$ cat config.mk
export PLATFORM = sky130hd
export DESIGN_NAME = os_timer_match_unit
export DESIGN_NICKNAME = d
export VERILOG_FILES = /design/src/rtl/otm_pkg.sv /design/src/rtl/os_timer_match_unit.sv
export VERILOG_INCLUDE_DIRS = /design/src /design/src/rtl
export SDC_FILE = /design/constraint.sdc
export NUM_CORES = 1
export LEC_CHECK = 0
export ABC_CLOCK_PERIOD_IN_PS = 4000
export BUFFER_PORTS_ARGS = -buffer_cell sky130_fd_sc_hd__buf_2
export CORE_AREA = 2 2 207 169
export CTS_CLUSTER_DIAMETER = 60
export DETAILED_ROUTE_END_ITERATION = 10
export DIE_AREA = 0 0 209 171
export PLACE_DENSITY = 0.73
export SLEW_MARGIN = 20
export SYNTH_ARGS = -nofsm -noshare
export SYNTH_HDL_FRONTEND = slang
export SYNTH_SLANG_ARGS = --single-unit
$ cat constraint.sdc
create_clock -name clk -period 4 [get_ports clk]
set_input_delay 0.2 -clock clk [delete_from_list [all_inputs] [get_ports clk]]
set_output_delay 0.2 -clock clk [all_outputs]
set_load 0.005 [all_outputs]
$ cat src/rtl/os_timer_match_unit_defines.svh
// Assertion macros shared by the timer RTL.
// Included by os_timer_match_unit.sv; needs no other file.
`ifndef OS_TIMER_MATCH_UNIT_DEFINES_SVH
`define OS_TIMER_MATCH_UNIT_DEFINES_SVH
`ifndef SYNTHESIS
`define OTM_ASSERT_SAME(label, clk, rst_n, ante, cons) \
	label: assert property (@(posedge clk) disable iff (!rst_n) (ante) |-> (cons)) \
		else $error("timer assertion failed");
`define OTM_ASSERT_NEXT(label, clk, rst_n, ante, cons) \
	label: assert property (@(posedge clk) disable iff (!rst_n) (ante) |=> (cons)) \
		else $error("timer assertion failed");
`else
`define OTM_ASSERT_SAME(label, clk, rst_n, ante, cons)
`define OTM_ASSERT_NEXT(label, clk, rst_n, ante, cons)
`endif
`endif

$ cat src/rtl/otm_pkg.sv
// Types and constants for the operating-system timer with four match channels.
// Has no dependencies; used by os_timer_match_unit.sv.
`timescale 1ns / 1ps
package otm_pkg;
	localparam int NUM_CH = 4;
	localparam int DATA_W = 32;
	localparam int OFF_W = 14;

	localparam logic [1:0] CMD_TICK = 2'd0;
	localparam logic [1:0] CMD_READ = 2'd1;
	localparam logic [1:0] CMD_WRITE = 2'd2;

	localparam logic [2:0] ACCESS_WORD = 3'd4;

	localparam logic [OFF_W-1:0] OFF_MATCH0 = 14'd0;
	localparam logic [OFF_W-1:0] OFF_MATCH3 = 14'd3;
	localparam logic [OFF_W-1:0] OFF_COUNTER = 14'd4;
	localparam logic [OFF_W-1:0] OFF_STATUS = 14'd5;
	localparam logic [OFF_W-1:0] OFF_WDOG = 14'd6;
	localparam logic [OFF_W-1:0] OFF_IRQ_EN = 14'd7;

	typedef struct packed {
		logic [1:0]        command;
		logic [OFF_W-1:0]  word_offset;
		logic [2:0]        access_bytes;
		logic [DATA_W-1:0] write_data;
	} request_t;

	typedef struct packed {
		logic [DATA_W-1:0] read_data;
		logic              access_ok;
		logic [NUM_CH-1:0] irq_lines;
	} response_t;
endpackage

$ cat src/rtl/os_timer_match_unit.sv
// Channel   | Handshake         | Word
// request   | start, busy       | otm_pkg::request_t (tick, register read or write)
// response  | done              | otm_pkg::response_t (read data, status, interrupts)
// An accepted word is registered, processed in the following cycle and its response is
// shown on response with done high in the cycle after that.
// A new word is taken in every cycle, since busy stays low; the state is updated at the
// same edge as the response register, so each word sees the result of the one before.
// Reset clears the counter, match, status and enable registers at once.
// The receiver cannot stall; every response is valid for exactly one cycle.
// Depends on otm_pkg.sv and os_timer_match_unit_defines.svh.
`timescale 1ns / 1ps
`include "os_timer_match_unit_defines.svh"
module os_timer_match_unit (
	input  logic                clk,
	input  logic                arst_n,
	input  logic                start,
	output logic                busy,
	input  otm_pkg::request_t   request,
	output logic                done,
	output otm_pkg::response_t  response
);
	logic                                  valid_s1;
	otm_pkg::request_t                     req_s1;
	logic [otm_pkg::DATA_W-1:0]            match_q [otm_pkg::NUM_CH];
	logic [otm_pkg::DATA_W-1:0]            counter_q;
	logic [otm_pkg::NUM_CH-1:0]            status_q;
	logic [7:0]                            irq_en_q;
	logic [7:0]                            wdog_q;

	logic [otm_pkg::DATA_W-1:0]            match_n [otm_pkg::NUM_CH];
	logic [otm_pkg::DATA_W-1:0]            counter_n;
	logic [otm_pkg::NUM_CH-1:0]            status_n;
	logic [otm_pkg::NUM_CH-1:0]            status_fin;
	logic [otm_pkg::NUM_CH-1:0]            hit;
	logic [7:0]                            irq_en_n;
	logic [7:0]                            wdog_n;
	logic [otm_pkg::DATA_W-1:0]            rd_c;
	logic                                  ok_c;
	logic                                  check_c;
	logic                                  size_ok;
	logic [1:0]                            idx;

	assign busy = 1'b0;
	assign size_ok = (req_s1.access_bytes == otm_pkg::ACCESS_WORD);
	assign idx = req_s1.word_offset[1:0];

	always_comb begin
		match_n = match_q;
		counter_n = counter_q;
		status_n = status_q;
		irq_en_n = irq_en_q;
		wdog_n = wdog_q;
		rd_c = '0;
		ok_c = 1'b1;
		check_c = 1'b0;
		unique case (req_s1.command)
			otm_pkg::CMD_TICK: begin
				counter_n = counter_q + 32'd1;
				check_c = 1'b1;
			end
			otm_pkg::CMD_READ: begin
				if (!size_ok) begin
					ok_c = 1'b0;
				end else begin
					case (req_s1.word_offset) inside
						[otm_pkg::OFF_MATCH0:otm_pkg::OFF_MATCH3]: rd_c = match_q[idx];
						otm_pkg::OFF_COUNTER: rd_c = counter_q;
						otm_pkg::OFF_STATUS:  rd_c = {28'd0, status_q};
						otm_pkg::OFF_WDOG:    rd_c = {24'd0, wdog_q};
						otm_pkg::OFF_IRQ_EN:  rd_c = {24'd0, irq_en_q};
						default:              rd_c = '0;
					endcase
				end
			end
			otm_pkg::CMD_WRITE: begin
				if (!size_ok) begin
					ok_c = 1'b0;
				end else begin
					case (req_s1.word_offset) inside
						[otm_pkg::OFF_MATCH0:otm_pkg::OFF_MATCH3]: begin
							match_n[idx] = req_s1.write_data;
							check_c = 1'b1;
						end
						otm_pkg::OFF_COUNTER: counter_n = req_s1.write_data;
						otm_pkg::OFF_STATUS: begin
							status_n = status_q & ~req_s1.write_data[otm_pkg::NUM_CH-1:0];
							check_c = 1'b1;
						end
						otm_pkg::OFF_WDOG: begin
							if (req_s1.write_data[0]) begin
								ok_c = 1'b0;
							end else begin
								wdog_n = req_s1.write_data[7:0];
							end
						end
						otm_pkg::OFF_IRQ_EN: begin
							irq_en_n = req_s1.write_data[7:0];
							check_c = 1'b1;
						end
						default: ;
					endcase
				end
			end
			default: ok_c = 1'b0;
		endcase
		for (int ch = 0; ch < otm_pkg::NUM_CH; ch++) begin
			hit[ch] = (counter_n == match_n[ch]) && irq_en_n[ch];
		end
		status_fin = check_c ? (status_n | hit) : status_n;
	end

	always_ff @(posedge clk or negedge arst_n) begin
		if (!arst_n) begin
			valid_s1 <= 1'b0;
			done <= 1'b0;
			counter_q <= '0;
			status_q <= '0;
			irq_en_q <= '0;
			wdog_q <= '0;
			for (int ch = 0; ch < otm_pkg::NUM_CH; ch++) begin
				match_q[ch] <= '0;
			end
		end else begin
			valid_s1 <= start && !busy;
			done <= valid_s1;
			if (valid_s1) begin
				counter_q <= counter_n;
				status_q <= status_fin;
				irq_en_q <= irq_en_n;
				wdog_q <= wdog_n;
				match_q <= match_n;
			end
		end
	end

	always_ff @(posedge clk) begin
		if (start && !busy) begin
			req_s1 <= request;
		end
		if (valid_s1) begin
			response.read_data <= rd_c;
			response.access_ok <= ok_c;
			response.irq_lines <= status_fin;
		end
	end

	`OTM_ASSERT_NEXT(a_word_answered, clk, arst_n, valid_s1, done)
	`OTM_ASSERT_SAME(a_irq_matches_status, clk, arst_n, done, response.irq_lines == status_q)
	`OTM_ASSERT_SAME(a_failed_reads_zero, clk, arst_n, done && !response.access_ok,
		response.read_data == '0)
	`OTM_ASSERT_NEXT(a_failed_keeps_counter, clk, arst_n, valid_s1 && !ok_c,
		$stable(counter_q))
	`OTM_ASSERT_NEXT(a_status_sticky, clk, arst_n,
		valid_s1 && !(req_s1.command == otm_pkg::CMD_WRITE
			&& req_s1.word_offset == otm_pkg::OFF_STATUS),
		(status_q & $past(status_q)) == $past(status_q))
endmodule
== Word level (Yosys, flattened, before mapping) ==
Index checks and enable logic that the tools add are counted.
Word-level totals
  bits of input ports: 54
  logic and storage cells: 99
  output and inout port bits: 39
  bits in registers: 269
Cells by class
  $add $sub $neg: 1
  $lt $le $gt $ge: 4
  equal/unequal tests: 11
  muxes and demuxes: 46
  bitwise operators: 9
  reduce and logical (&&, ||, !) cells: 10
Operators by type and width (number)
  128-bit two-way mux: 3
  32-bit two-way mux: 10
  128-bit bitwise mux: 1
  32-bit equality test: 4
  32-bit binary-select mux with 2-bit select: 1
  32-bit demux with 2-bit select: 1
  32-bit case mux with 2 select lines: 1
  14-bit by 3-bit equality test with 1-bit output (second input constant): 4
  4-bit two-way mux: 13
  32-bit by 1-bit adder with 32-bit output (second input constant): 1
  8-bit AND reduction: 2
  14-bit by 1-bit >= comparator with 1-bit output (second input constant): 1
  14-bit by 2-bit less-or-equal comparator with 1-bit output (second input constant): 1
  1-bit two-way mux: 13
  8-bit two-way mux: 1
  1-bit logical AND: 6
  1-bit NOT: 5
  4-bit bitwise AND: 1
  4-bit NOT: 1
  4-bit OR: 1
  3-bit equality test (second input constant): 1
  3-bit >= comparator (second input constant): 1
  3-bit by 1-bit < comparator with 1-bit output (second input constant): 1
  2-bit NOT with 3-bit output: 1
  6 further kinds: 6

== Logic depth before layout (Yosys ltp) ==
  depth after elaboration: 13
  gate-level depth with buffers: 15
  gate-level depth less buffers: 11

== Least setup slack after synthesis ==
No wires, ideal clock.
  kind: flip-flop to flip-flop
  start point: register req_s1 (netlist bit idx[1])
  end point: register status_q[1] (netlist name)
  cell stages (with the launch flop): 13
  clock period less this slack: 3.155 ns
  data arrival time: 3.089 ns
  required time: 3.934 ns
  library setup time: 0.066 ns
  setup slack: 0.845 ns
  path buffers: 2
  path through: edfxtp_1 buf_2 or4_4 or2_1 buf_2 o21ai_1 o211ai_2 xor2_1 a22oi_1 a2111oi_0 nand4_1 nor4_2 a22o_1
On the way
  longest elaborated chain between the ends: 13
  elaborated cells between the ends (all ways): 44
  those cells by class: 4 x order compare; 5 x eq/ne; 30 x mux; 2 x bitwise; 3 x reduce/logical
RTL lines
  from (decl): RTL line os_timer_match_unit.sv:23  | otm_pkg::request_t req_s1;
  from (signal assigned): RTL line os_timer_match_unit.sv:138  | req_s1 <= request;
  2-bit NOT with 3-bit output (not written as such): RTL line os_timer_match_unit.sv:81  | match_n[idx] = req_s1.write_data;
  3-bit >= comparator (not written as such) / 3-bit by 1-bit < comparator with 1-bit output (equally long branches): RTL line os_timer_match_unit.sv:81
  1-bit logical AND (not written as such): RTL line os_timer_match_unit.sv:81
  32-bit two-way mux (not written as such): RTL line os_timer_match_unit.sv:81
  32-bit demux with 2-bit select: RTL line os_timer_match_unit.sv:81
  128-bit bitwise mux: RTL line os_timer_match_unit.sv:81
  128-bit two-way mux: RTL line os_timer_match_unit.sv:79  | case (req_s1.word_offset) inside
  128-bit two-way mux: RTL line os_timer_match_unit.sv:76  | if (!size_ok) begin
  128-bit two-way mux: RTL line os_timer_match_unit.sv:56  | unique case (req_s1.command)
  32-bit equality test: RTL line os_timer_match_unit.sv:107  | hit[ch] = (counter_n == match_n[ch]) && irq_en_n[ch];
  1-bit logical AND: RTL line os_timer_match_unit.sv:107
  4-bit OR: RTL line os_timer_match_unit.sv:109  | status_fin = check_c ? (status_n | hit) : status_n;
  4-bit two-way mux (*): RTL line os_timer_match_unit.sv:109
  to (signal assigned): RTL line os_timer_match_unit.sv:128  | status_q <= status_fin;
  to (decl): RTL line os_timer_match_unit.sv:26  | logic [otm_pkg::NUM_CH-1:0] status_q;
Mark *: on every way between the ends. The rest lies on a longest branch, timed or not.
A chain may end at the register's enable or synchronous reset.

== Final worst setup path ==
  start point: register counter_q[8] (netlist name)
  end point: register response[2] (netlist name), data pin
On the way
  longest elaborated chain between the ends: 8
  elaborated cells between the ends (all ways): 9
  those cells by class: 1 x add/sub; 1 x eq/ne; 5 x mux; 1 x bitwise; 1 x reduce/logical
RTL lines
  from (decl): RTL line os_timer_match_unit.sv:25  | logic [otm_pkg::DATA_W-1:0] counter_q;
  from (signal assigned): RTL line os_timer_match_unit.sv:127  | counter_q <= counter_n;
  parallel branches: the longest is 3 deep, another holds 32-bit by 1-bit adder with 32-bit output
  32-bit case mux with 2 select lines (*): RTL line os_timer_match_unit.sv:56
  32-bit equality test (*): RTL line os_timer_match_unit.sv:107
  1-bit logical AND (*): RTL line os_timer_match_unit.sv:107
  4-bit OR (*): RTL line os_timer_match_unit.sv:109
  4-bit two-way mux (*): RTL line os_timer_match_unit.sv:109
  via status_fin, one bit: RTL line os_timer_match_unit.sv:33  | logic [otm_pkg::NUM_CH-1:0] status_fin;
  to (decl): RTL line os_timer_match_unit.sv:20  | output otm_pkg::response_t response
Mark *: on every way through the listed nets, which the timed path passes.

==> summary.txt <==
Route
  – Post-Route WL: 87.57 mm
  – DRC: 0
  – Avg WL per Cell: around 33 um
  – Antenna Nets Post-Route: 0
  – First-pass iteration count of the detailed router: 7
  – DR vias: around 19000
  – DR iter-0 viols: 3599
  – Via density: approximately 7.3

Yosys
  – EDFF count, synth: 88
  – Mapped cell area: 18640 um^2
  – Total number of yosys warnings: 0
  – Synth top area share: 24.31%
  – Synth async-reset ratio: 67.29%
  – Synth Area per Inst: 9.230 um^2
  – Synth Register Bits: approximately 270
  – Mapped Cells: slightly above 2000
  – Post-synth net total: roughly 2100
  – Sequential area share after synthesis: approximately two fifths
  – Synth Flop Type: dfrtp_1
  – Largest cells by area after synthesis: dfrtp_1 (24%), edfxtp_1 (14%), mux2_2 (6.6%), o21ai_0 (4.3%), mux4_2 (4.2%)
  – Post-synthesis cell type count: ~110
  – Post-synth top area cell: dfrtp_1

STA
  – RSZ-0062 raised after global routing: false
  – Minimum clock period: 3.981 ns
  – Final Hold Viols: 0
  – Worst Tran Pin Value: 1.095 ns
  – Worst clock skew: 0.01026 ns
  – Max Fclk: between 200 and 300 MHz
  – Setup ws final: approximately 0.019 ns
  – Fin crit share: ~100%
  – Slew Viols, Final: 0
  – Rel. slew slack: between 20 and 30%
  – Endpoints failing setup: 0

Final layout
  – Area of the multi-input gates: 10710 um^2
  – Fillers: about 2700
  – Storage cell area: 7176 um^2
  – Layout area overhead: 19.24%
  – Share of cells above drive strength 1: 25.24%
  – Nets: 2256
  – Leading cell type in the layout, fill and taps excluded: nand2_1
  – Most frequent cells in the layout: nand2_1 (200), buf_4 (192), dfrtp_1 (180)

Worst setup path
  – Worst path bufs/invs: 2
  – Worst Path Max Fanout: 12
  – CP arrival: 4.44 ns
  – CP Capture Type: register
  – Req. time, crit path: 4.46 ns
  – Crit Path Class: reg -> reg
  – Slowest-stage cell, CP: or4_4
  – Crit path max-delay family: simple AND/OR/NAND/NOR gates
  – Setup crit start kind: register
  – Crit path cell chain: buf_4 -> nand2_1 -> or4_4 -> nor2_2 -> buf_4 -> a41oi_1 -> and2_1 -> xor2_1 -> nand4_1 -> nor4_4 -> nand4_1 -> nand2_1
  – Max stage delay on crit path: 0.63 ns

Job
  – Max Cap Viol: 0

Floorplanning
  – Core footprint: 33960 um^2
  – Initial Utilization: 54.87%
  – Ports: 93
  – Die height: around 170 um
  – Die width: about 210 um
  – Num rows: 61
  – Die area: approximately 36000 um^2

GRT
  – Total congestion overflow: 0
  – Number of global-route vias before repair: 17930
  – Gr usage total: 48.49%
  – First-pass GRT wire length: around 130 mm
  – Largest net degree at the start of global routing: 94
  – Initial antenna violation count: 6

Clocking
  – CTS Root Cell: clkbuf_16
  – Num Clock Sinks: ~270
  – Clock Pin Slew Worst Setup and Hold Paths: around 0.070 ns
  – CTS max path bufs: 3
  – CTS tree: yes
  – CTS buffer count: 29
  – Number of H-tree levels: 1
  – Skew-Pair Late Insertion Delay: about 0.60 ns

Place
  – HPWL after DPL: 64.11 mm
  – Worst slack, placed: -0.4916 ns
  – Placer Congestion: 1.125
  – Input/output buffers: 91

Power and ir drop
  – Pwr per Cell Area: around 350 nW/um^2
  – Power after layout: 7.686 mW
  – Max IR drop VDD: roughly 410 uV
  – Pleak: 9.026 nW

Min path
  – HP Class: in -> reg

Outcome
  – Outcome: complete, no violations
through the flow:
step	hold slack (ns)	cells	instance area (um^2)	util [%]	setup TNS, ns
2_1_floorplan	-0.09559	2019	18640	-	0
3_3_place_gp	0.3461	2557	20590	60.62	-0.7328
3_5_place_dp	0.3549	2557	20590	60.62	-0.9557
4_1_cts	0.1378	2664	22080	65.02	0
5_1_grt	0.1666	2664	22220	65.41	0
6_report	0.1408	2666	22220	65.43	0
kinds of logic after synthesis:
logic type      share of synthesized area (%)
fa+ha+maj                             0.06713
compound gates                          21.22
xor+xnor                                3.223
flops                                   38.49
simple gates                            17.64
other cells                           0.02012
mux                                     14.32
buf+inv                                 5.015
path summary, 6_finish.rpt:
kind                                   start          end  depth (start not counted)  slack (ns)
worst min register to register   irq_en_q[7]  irq_en_q[7]                          2        0.49
worst min-delay path                   start   req_s1[24]                          1        0.14
max in group asynchronous             arst_n  status_q[3]                          3        2.77
worst max register to register  counter_q[8]  response[2]                         12        0.02
worst max-delay path            counter_q[8]  response[2]                         12        0.02
min in group asynchronous             arst_n  match_q[82]                          2        0.29
final cells by class:
type / instances / area share (%)
Inverter: 34 / 0.5743
Timing Repair Buffer: 349 / 12.18
Multi-Input combinational cell: 1518 / 48.20
Tap cell: 441 / 2.483
Antenna cell: 2 / 0.02252
Sequential cell: 269 / 32.29
Clock inverter: 16 / 0.7095
Clock buffer: 37 / 3.536
routing by layer:
metal / GRT usage [%] / wire length (um) / share of wire, % / vias up
met5: 0 / 47 / 0.054 / -
met3: 20.78 / 14690 / 17 / 309
met4: 20.40 / 4503 / 5.1 / 8
li1: - / - / - / 7995
met1: 66.08 / 33460 / 38 / 9392
met2: 67.14 / 34860 / 40 / 1678
synth_stat cells, types with 40 or more instances:
master,number
nand2_1,206
nand3_1,51
a21oi_1,114
o21ai_0,160
clkbuf_1,141
nor2_1,134
mux2_2,110
mux2i_1,63
a22oi_1,40
edfxtp_1,88
dfrtp_1,181
nor3_1,53
power breakdown:
| part | leakage (nW) | internal, mW | switching, mW |
|---|---|---|---|
| combinational | 5.20 | 0.669 | 1.13 |
| sequential | 3.36 | 2.96 | 0.207 |
| clock | 0.467 | 1.48 | 1.24 |
| total | 9.03 | 5.11 | 2.57 |
flip-flops by register name, indices dropped and copies added, names as in the netlist:
signal / flops
valid_s1: 1
done: 1
idx: 2
status_q: 4
response: 37
wdog_q: 7
counter_q: 32
match_q: 128
irq_en_q: 8
req_s1: 49
what timing repair did:
| item | in CTS | in global routing |
|---|---|---|
| hold endpoints to repair | 141 | 0 |
| buffers inserted | 2 | 0 |
| resized for setup | 5 | 27 |
| hold buffers | 52 | 0 |
| pin swaps | 0 | 3 |
| endpoints found under the setup margin | 3 | 8 |
Power figures use the tool's default switching activity.
